===== src/mpf_pkg.sv =====
// Package: shared constants and types for the page frame store.
`timescale 1ns / 1ps
package mpf_pkg;
  localparam int COLUMNS_DEF = 128;
  localparam int PAGES_DEF   = 8;
  localparam int HEADER_LEN  = 3;

  localparam logic [2:0] CMD_POINT = 3'd0;
  localparam logic [2:0] CMD_FILL  = 3'd1;
  localparam logic [2:0] CMD_CLEAR = 3'd2;
  localparam logic [2:0] CMD_START = 3'd3;
  localparam logic [2:0] CMD_TICK  = 3'd4;

  localparam logic [7:0] PAGE_CMD_BASE = 8'hb0;
  localparam logic [7:0] COL_HIGH_CMD  = 8'h10;

  localparam logic [1:0] ADDR_OFFSET = 2'd0;
  localparam logic [1:0] ADDR_ROTATE = 2'd1;

  // One classified request handed from front to back.
  typedef struct packed {
    logic [2:0] cmd;
    logic [7:0] xs;
    logic [7:0] ys;
    logic [7:0] xe;
    logic [7:0] ye;
    logic       on;
  } req_t;

  typedef enum logic [2:0] {
    ST_IDLE, ST_CLEAR, ST_RD, ST_WR, ST_TRD, ST_TOUT
  } state_t;
endpackage


===== src/mpf_regs.sv =====
// Configuration registers behind the APB-style port.
`timescale 1ns / 1ps
module mpf_regs (
  input  logic        clk,
  input  logic        rst,
  input  logic        psel,
  input  logic        penable,
  input  logic        pwrite,
  input  logic [2:0]  paddr,
  input  logic [31:0] pwdata,
  output logic [31:0] prdata,
  output logic        pready,
  output logic [6:0]  column_offset,
  output logic [6:0]  column_rotate
);
  logic wr;
  assign pready = 1'b1;
  assign wr = psel && penable && pwrite;

  always_ff @(posedge clk) begin
    if (rst) begin
      column_offset <= 7'd2;
      column_rotate <= 7'd1;
    end else if (wr && paddr[1:0] == 2'b00) begin
      if (paddr[2] == mpf_pkg::ADDR_OFFSET[0]) column_offset <= pwdata[6:0];
      else column_rotate <= pwdata[6:0];
    end
  end

  always_comb begin
    case (paddr[2])
      mpf_pkg::ADDR_ROTATE[0]: prdata = {25'd0, column_rotate};
      default:                 prdata = {25'd0, column_offset};
    endcase
  end
endmodule


===== config.mk =====
export PLATFORM = sky130hd
export DESIGN_NAME = mpf_regs
export DESIGN_NICKNAME = d
export VERILOG_FILES = /design/src/mpf_pkg.sv /design/src/mpf_regs.sv
export SDC_FILE = /design/constraint.sdc
export NUM_CORES = 1
export LEC_CHECK = 0
export ABC_AREA = 1
export BUFFER_PORTS_ARGS = -buffer_cell sky130_fd_sc_hd__buf_2
export CAP_MARGIN = 20
export CORE_ASPECT_RATIO = 0.75
export CORE_MARGIN = 1
export CORE_UTILIZATION = 38
export CTS_CLUSTER_SIZE = 25
export DETAILED_ROUTE_END_ITERATION = 12
export GPL_TIMING_DRIVEN = 1
export PLACE_DENSITY = 0.79
export SLEW_MARGIN = 20
export SYNTH_ARGS = -nofsm -noshare
export SYNTH_HDL_FRONTEND = slang
export SYNTH_SLANG_ARGS = --single-unit

===== constraint.sdc =====
create_clock -name clk -period 0.9 [get_ports clk]
set_input_delay 0 -clock clk [delete_from_list [all_inputs] [get_ports clk]]
set_output_delay 0 -clock clk [all_outputs]
set_load 0.02 [all_outputs]

==> flow_summary.json <==
{
  "fp.dieW_um": 62.4,
  "synth.distinct_cells": 16,
  "hpwl_um": 1440,
  "synth_common_cells": "33 x inv_1, 33 x nand2_1, 27 x buf_4",
  "setup_ws_ps": -32.7,
  "finalCritPeriodShare_pct": 104,
  "cap_violations": 0,
  "synth-edff-count": 0,
  "synth.area.top_cells": "dfxtp_1 27%, buf_4 20%, inv_1 12%",
  "cts.clk_slew.worst_paths_ps": 90,
  "drive_above_1_share_pct": 40.4,
  "nFillCells": 282,
  "rows": 16,
  "postRouteAntennaNets": 0,
  "post-place-cells": 222,
  "required_ps": 900,
  "wl_um": 2010,
  "preCtsSetupSlack_ps": 53.5,
  "arrival_ps": 930,
  "p_per_area_mw_per_mm2": 1110,
  "fmax_mhz": 1070,
  "synth_top_area_share_pct": 27.0,
  "grt_pass1_vias": 745,
  "violations": "setup timing",
  "core_region_area_mm2": 0.00260,
  "grt_pass1_wl_um": 3180,
  "dieArea_mm2": 0.00295,
  "finalNetCount": 234,
  "antenna_found_initial": 0,
  "routabilityCongestion": 0.747,
  "clock_latency_ps": 280,
  "ys_ff_latch": 14,
  "synthesis.area_mm2": 0.00104,
  "synth_cells": 154,
  "timing.final.hold_violations": 0,
  "fin_crit_ps": 933,
  "r2r-start": "column_rotate[1]",
  "synthArstFlopShare_pct": 0,
  "start_util_pct": 39.9,
  "avgSynthCellArea_um2": 6.74,
  "r2r_setup_slack_ps": 170,
  "rr_worst_depth": 5,
  "grt_usage_pct": 14.4,
  "setup_viol_count_final": 4,
  "die_h_um": 47.3,
  "end_kind": "primary output",
  "io_pins": 87,
  "clock_sinks": 14,
  "worstSetupPathType": "reg -> out",
  "ys_seq_area_share_pct": 27.0,
  "outcome": "finished, violations left",
  "synthToLayoutAreaGrowth_pct": 22.5,
  "via_per_inst": 4.12,
  "ir_drop_mv": 0.485,
  "ys.flop_type": "dfxtp_1",
  "avgRoutedWirePerCell_um": 8.76,
  "portBuffers": 35,
  "drt_iter0_markers": 22,
  "skew_ps": 0,
  "drc": 0,
  "min_path_type": "in -> reg",
  "cp-start-kind": "flop",
  "diodes": 0,
  "endpoint": "prdata[1]",
  "cp-startpoint": "column_rotate[1]",
  "worstPathMaxFanout": 2,
  "cts-root-buf": "clkbuf_4",
  "fin_cells": 229,
  "rsz0062_at_grt": "yes",
  "cts_buffers": 3,
  "grt-ovfl-total": 0,
  "synth_warnings": 0,
  "grt_max_degree": 17,
  "first_pass_iters": 4,
  "timing.rr.end": "column_rotate[1]",
  "yosys.area.top_type": "dfxtp_1",
  "power.total_mw": 1.42,
  "setup_tns_ps": -47.3,
  "clockBufferDepth": 2,
  "h-tree-depth": 1,
  "cts_tree": "yes",
  "dr_total_vias": 943,
  "power.leakage_nw": 0.727,
  "slew_violations": 0
}
critical path: stages (launching register included):
cell,delay (ps)
dfxtp_2,340
inv_2,40
o21ai_2,130
buf_6,140
worst min path at each step:
stage              start               end  depth (start not counted)
6_report       pwdata[1]  column_offset[1]                          3
5_1_grt        pwdata[1]  column_offset[1]                          3
4_1_cts        pwdata[1]  column_offset[1]                          3
3_5_place_dp   pwdata[0]  column_rotate[0]                          3
3_3_place_gp   pwdata[0]  column_rotate[0]                          3
2_1_floorplan  pwdata[1]  column_offset[1]                          2
sequential cells by signal, indices dropped and copies added, names as in the netlist:
name / flops
column_offset: 7
column_rotate: 7
power by group:
group / switching, mW / internal (mW) / total (mW)
logic: 0.238 / 0.0872 / 0.325
clock network: 0.214 / 0.246 / 0.460
registers: 0.00523 / 0.628 / 0.633
total: 0.457 / 0.962 / 1.42
per-layer routing:
metal | up-vias | part of all wire (%) | global-route usage (%)
li1 | 494 | - | -
met3 | 2 | 5.8 | 5.34
met5 | - | 0 | 0
met1 | 417 | 45 | 15.6
met2 | 30 | 48 | 28.4
met4 | 0 | 0.40 | 2.79
what timing repair did:
action | 4_1_cts | 5_1_grt
endpoints found under the hold margin | 1 | 0
resized for setup | 25 | 13
pin swaps | 2 | 1
hold buffers | 1 | 0
buffers inserted | 1 | 1
endpoints found under the setup margin | 7 | 7
cells by family (layout without fill, tap and decap cells):
logic type | after synthesis | count (layout) | synth area share, %
flip-flops | 14 | 14 | 27.0
AO/OA/AOI/OAI | 7 | 7 | 3.37
other | 2 | 26 | 0.723
AND/OR/NAND/NOR | 66 | 66 | 33.5
buffers and inverters | 65 | 80 | 35.4
per-stage QoR:
step                utilization [%]  hold slack [ps]  area, µm²
finish                         48.9             6.72       1270
global route                   48.9             18.9       1270
CTS                            47.2             2.61       1230
detailed placement             43.8              296       1140
global placement               43.8              280       1140
floorplan                         -              177       1130
cell usage in the layout, fill, tap and decap left out:
| cell | count |
|---|---|
| o21ai_1 | 1 |
| clkbuf_8 | 1 |
| nand2_2 | 1 |
| nor2_1 | 12 |
| buf_6 | 4 |
| clkbuf_4 | 3 |
| nor2_8 | 2 |
| nand2_1 | 33 |
| dlygate4sd3_1 | 1 |
| o21ai_2 | 6 |
| buf_4 | 9 |
| inv_2 | 8 |
| nand3_4 | 2 |
| nand3_1 | 2 |
| inv_1 | 26 |
| dfxtp_2 | 14 |
| buf_2 | 28 |
| nand4_1 | 14 |
| conb_1 | 26 |
area by class of cell:
| type | count | area [µm²] | share of cell area, % |
|---|---|---|---|
| clock buffer | 4 | 36.3 | 2.85 |
| multi-input combinational | 99 | 503 | 39.5 |
| inverter | 34 | 128 | 10.0 |
| sequential | 14 | 298 | 23.4 |
| tap | 36 | 45.0 | 3.54 |
| timing repair buffer | 42 | 263 | 20.6 |
(Power assumes the default switching activity.)
