**src/mpf_pkg.sv**
```systemverilog
// Package: shared constants and types for the page frame store.
`timescale 1ns / 1ps
package mpf_pkg;
  localparam int COLUMNS_DEF = 128;
  localparam int PAGES_DEF   = 8;
  localparam int HEADER_LEN  = 3;

  localparam logic [2:0] CMD_POINT = 3'd0;
  localparam logic [2:0] CMD_FILL  = 3'd1;
  localparam logic [2:0] CMD_CLEAR = 3'd2;
  localparam logic [2:0] CMD_START = 3'd3;
  localparam logic [2:0] CMD_TICK  = 3'd4;

  localparam logic [7:0] PAGE_CMD_BASE = 8'hb0;
  localparam logic [7:0] COL_HIGH_CMD  = 8'h10;

  localparam logic [1:0] ADDR_OFFSET = 2'd0;
  localparam logic [1:0] ADDR_ROTATE = 2'd1;

  // One classified request handed from front to back.
  typedef struct packed {
    logic [2:0] cmd;
    logic [7:0] xs;
    logic [7:0] ys;
    logic [7:0] xe;
    logic [7:0] ye;
    logic       on;
  } req_t;

  typedef enum logic [2:0] {
    ST_IDLE, ST_CLEAR, ST_RD, ST_WR, ST_TRD, ST_TOUT
  } state_t;
endpackage

```
**src/mpf_front.sv**
```systemverilog
// Front end: accept requests, drop unused codes, queue the rest.
`timescale 1ns / 1ps
module mpf_front #(
  parameter int DEPTH = 2
) (
  input  logic           clk,
  input  logic           rst,
  input  logic           in_valid,
  output logic           in_ready,
  input  mpf_pkg::req_t  in_req,
  output logic           q_valid,
  input  logic           q_ready,
  output mpf_pkg::req_t  q_req
);
  localparam int AW = (DEPTH > 1) ? $clog2(DEPTH) : 1;
  mpf_pkg::req_t slots [DEPTH];
  logic [AW-1:0] wr_ptr, rd_ptr;
  logic [AW:0]   count;
  logic          push, pop, keep;

  assign keep     = (in_req.cmd <= mpf_pkg::CMD_TICK);
  assign in_ready = (count != (AW+1)'(DEPTH));
  assign push     = in_valid && in_ready && keep;
  assign q_valid  = (count != '0);
  assign pop      = q_valid && q_ready;
  assign q_req    = slots[rd_ptr];

  always_ff @(posedge clk) begin
    if (push) slots[wr_ptr] <= in_req;
  end

  always_ff @(posedge clk) begin
    if (rst) begin
      wr_ptr <= '0;
      rd_ptr <= '0;
      count  <= '0;
    end else begin
      if (push) wr_ptr <= (wr_ptr == AW'(DEPTH-1)) ? '0 : wr_ptr + 1'b1;
      if (pop)  rd_ptr <= (rd_ptr == AW'(DEPTH-1)) ? '0 : rd_ptr + 1'b1;
      count <= count + (AW+1)'(push) - (AW+1)'(pop);
    end
  end
endmodule

```
**config.mk**
```make
export PLATFORM = sky130hd
export DESIGN_NAME = mpf_front
export DESIGN_NICKNAME = d
export VERILOG_FILES = /design/src/mpf_pkg.sv /design/src/mpf_front.sv
export SDC_FILE = /design/constraint.sdc
export NUM_CORES = 1
export LEC_CHECK = 0
export ABC_AREA = 1
export ABC_CLOCK_PERIOD_IN_PS = 2780
export BUFFER_PORTS_ARGS = -buffer_cell sky130_fd_sc_hd__buf_2
export CORE_UTILIZATION = 30
export DETAILED_ROUTE_END_ITERATION = 7
export PLACE_DENSITY = 0.61
export SLEW_MARGIN = 10
export SYNTH_ARGS = -nofsm -noshare
export SYNTH_HDL_FRONTEND = slang
export SYNTH_SLANG_ARGS = --single-unit
```
**constraint.sdc**
```tcl
create_clock -name clk -period 2.78 [get_ports clk]
set_input_delay 0.278 -clock clk [delete_from_list [all_inputs] [get_ports clk]]
set_output_delay 0.278 -clock clk [all_outputs]
set_load 0.005 [all_outputs]
```
==> results.toml <==
[yosys]
synth_simple_gate_area_share = 0.02169
synth_cells = 148
netlist-cell-type-count = 15
postSynthRegisterBits = 77
fraction_of_the_mapped_netlist_area_in_compound_gates = 0.007509
synth.yosys.warnings = 0
synth_area_leader_cell = "sky130_fd_sc_hd__edfxtp_1"
avgSynthCellArea_um2 = 20.26
synth_seq_area_share = 0.7543
post_synth_most_frequent_cells = "sky130_fd_sc_hd__edfxtp_1, sky130_fd_sc_hd__mux2_4, sky130_fd_sc_hd__nand2_1, sky130_fd_sc_hd__nor2_1, sky130_fd_sc_hd__inv_1"
combinational_family_with_the_most_area_after_synthesis = "multiplexers"
yosys.cell_count.top_type = "sky130_fd_sc_hd__edfxtp_1"
post_synth_mux_area_share = 0.1727
synth.cell_area_mm2 = 0.002999
netlist.area_leader.share = 0.7209
synth_area_leaders = "sky130_fd_sc_hd__edfxtp_1, sky130_fd_sc_hd__mux2_4, sky130_fd_sc_hd__dfxtp_1, sky130_fd_sc_hd__mux2_2, sky130_fd_sc_hd__buf_12"
synthAdderAreaFrac = 0.008344
mappedNetlistNets = 190
synth-async-reset-ratio = 0
ys_dominant_reg_cell = "sky130_fd_sc_hd__edfxtp_1"
xor_and_xnor_area_share_after_synthesis = 0.002920
synth-edff-count = 72

[cts]
tritoncts_num_sinks = 77
clk_path_buf_depth = 2
postcts_resize_cnt = 0
ctsHoldBuffers = 0
cts_buffers = 9
cts.repair_timing.setup_buffer_count = 0
cts_root_buf = "sky130_fd_sc_hd__clkbuf_8"
tritoncts = "done"
clkSlewWorstSetupHoldPaths_ns = 0.07
clock_insertion_delay_worst_skew_ns = 0.34
cts-htree-levels = 3

[routing]
post-route-drc-count = 0
routed.top_layer = "met4"
vias = 1518
wl_met2_mm = 2.376
detailroute.wirelength.met3_um = 337
routed_via_density = 4.081
drtPass1Iterations = 6
wl_per_cell_um = 12.90
postRouteAntennaNets = 0
detail_route.iter0.violations = 22
route.final.wire_length_mm = 4.799
route.layer.met1.wl_mm = 2.011

[timing]
worst-slew-pin-transition_ns = 0.8412
hold_viol_final = 0
finalSetupViolations = 0
final.period_utilization = 0.7468
slew-limit-headroom = 0.4384
sum_neg_setup_slack_ns = 0
finalCriticalPeriod_ns = 2.076
max_clock_freq_mhz = 481.6
skew_ns = 0.009895
unrepaired_setup_endpoints_after_global_routing = "false"
final_max_slew_viol_count = 0

[critical_path]
path_buf_inv = 2
crit_path_cell_trace = "buf_12 -> mux2_4 -> buf_2"
arrival_ns = 1.80
crit_path_max_incr_delay_ns = 0.72
worst-path-max-fanout = 19
timing_worst_setup_path_type = "reg2out"
start_kind = "flop"
cp_data_required_time_ns = 2.50
regToRegStartpoint = "count[0]$_SDFF_PP0_"
cpMaxStageDelayCell = "sky130_fd_sc_hd__dfxtp_2"
worst_path_dominant_cell_family = "flip-flops"
timing.critical_path.to_type = "output pin"

[power]
total_power_consumption_mw = 3.035
power_density_mw_per_mm2 = 813.4
worst_ir_drop_vdd_uv = 367.9
p_leak_nw = 1.454

[global_route]
grt_pass1_vias = 1496
antenna_violations_before_repair = 0
grt_pass1_wl_mm = 7.286
globalRoute.totalOverflow = 0
pin_count_of_the_biggest_net_entering_global_routing = 37
grt_usage = 0.09845

[floorplan]
pin_count = 78
placeableCoreArea_mm2 = 0.009729
fp-row-count = 36
die_width_um = 102.0
die-height_um = 102.0
initial_utilization = 0.3083
die_area_mm2 = 0.01040

[worst_hold_path]
worst_hold_check_path_type = "in2reg"
min-delay-start = "rst"

[cells_and_area]
post-route-util = 0.3835
nFillCells = 959
layout-area-overhead-vs-synth_pct = 24.41
layout-drive-gt1-share = 0.5565
nets = 276
n_diodes = 0

[job]
cap_violations = 0

[run_status]
run_status = "complete, no violations"

[placement]
place.port_buffers = 77
globalplace.congestion = 0.6769
dp_hpwl_mm = 3.131
[sequential cells by signal, indices dropped and copies added, names as in the netlist, named ones only]
signal	count
count	2
rd_ptr	1
slots	72
wr_ptr	1
[cells in the final DEF (no fill, tap or decap)]
master / Yosys / layout
sky130_fd_sc_hd__a21oi_1: 2 / 2
sky130_fd_sc_hd__buf_12: 3 / 1
sky130_fd_sc_hd__buf_2: 0 / 77
sky130_fd_sc_hd__buf_4: 0 / 1
sky130_fd_sc_hd__bufinv_16: 0 / 2
sky130_fd_sc_hd__clkbuf_1: 0 / 1
sky130_fd_sc_hd__clkbuf_8: 0 / 9
sky130_fd_sc_hd__clkinv_2: 0 / 1
sky130_fd_sc_hd__clkinvlp_4: 0 / 3
sky130_fd_sc_hd__dfxtp_1: 5 / 4
sky130_fd_sc_hd__dfxtp_2: 0 / 1
sky130_fd_sc_hd__edfxtp_1: 72 / 72
sky130_fd_sc_hd__ha_1: 2 / 2
sky130_fd_sc_hd__inv_1: 7 / 6
sky130_fd_sc_hd__inv_2: 0 / 1
sky130_fd_sc_hd__mux2_2: 6 / 6
sky130_fd_sc_hd__mux2_4: 30 / 30
sky130_fd_sc_hd__nand2_1: 8 / 8
sky130_fd_sc_hd__nand3_1: 1 / 1
sky130_fd_sc_hd__nor2_1: 8 / 7
sky130_fd_sc_hd__nor2_4: 0 / 1
sky130_fd_sc_hd__o21a_1: 1 / 1
sky130_fd_sc_hd__o21ai_0: 1 / 1
sky130_fd_sc_hd__xnor2_1: 1 / 1
[per-stage QoR]
stage	instance area, µm²	hold WS [ns]	std cells	setup WS, ns
floorplan	2999	0.3492	148	0.1500
global placement	3516	0.4518	356	0.9240
detailed placement	3516	0.4526	356	0.8491
CTS	3731	0.07958	372	0.6312
global route	3731	0.08431	372	0.5909
finish	3731	0.1010	372	0.7038
[kinds of logic after synthesis]
group | after synthesis
buffers and inverters | 11
flip-flops | 77
adder cells (fa/ha/maj) | 2
XOR/XNOR | 1
multiplexers | 36
AND/OR/NAND/NOR | 17
AO/OA/AOI/OAI | 4
[power breakdown]
part / leakage (nW) / internal (mW) / total [mW] / switching, mW
sequential: 0.705 / 1.40 / 1.48 / 0.0796
clock: 0.0985 / 0.504 / 0.893 / 0.389
combinational: 0.651 / 0.384 / 0.658 / 0.274
total: 1.45 / 2.29 / 3.03 / 0.742
[path summary, 6_finish.rpt]
| path | slack (ns) | depth (start not counted) | endpoint |
|---|---|---|---|
| max | 0.70 | 3 | q_req[32] |
| min | 0.10 | 2 | count[0]$_SDFF_PP0_ |
| max reg2reg | 0.98 | 4 | slots[1][9]$_DFFE_PP_ |
| min reg2reg | 0.51 | 2 | rd_ptr$_SDFFE_PP0P_ |
[layer usage]
layer  up-vias  global-route usage
li1        728                   -
met1       737              0.1063
met2        46              0.1600
met3         7             0.04104
met4         0             0.06264
met5         -                   0
[cell type report]
cell class | instances | area [µm²] | share of cell area
clock inverters | 6 | 87.58 | 0.02347
repair buffers | 79 | 412.9 | 0.1107
flip-flops and latches | 77 | 2263 | 0.6066
multi-input cells | 60 | 646.9 | 0.1734
well taps | 133 | 166.4 | 0.04460
clock buffers | 10 | 127.6 | 0.03421
inverters | 7 | 26.28 | 0.007042
No activity file was read; power rests on OpenSTA's default activity.
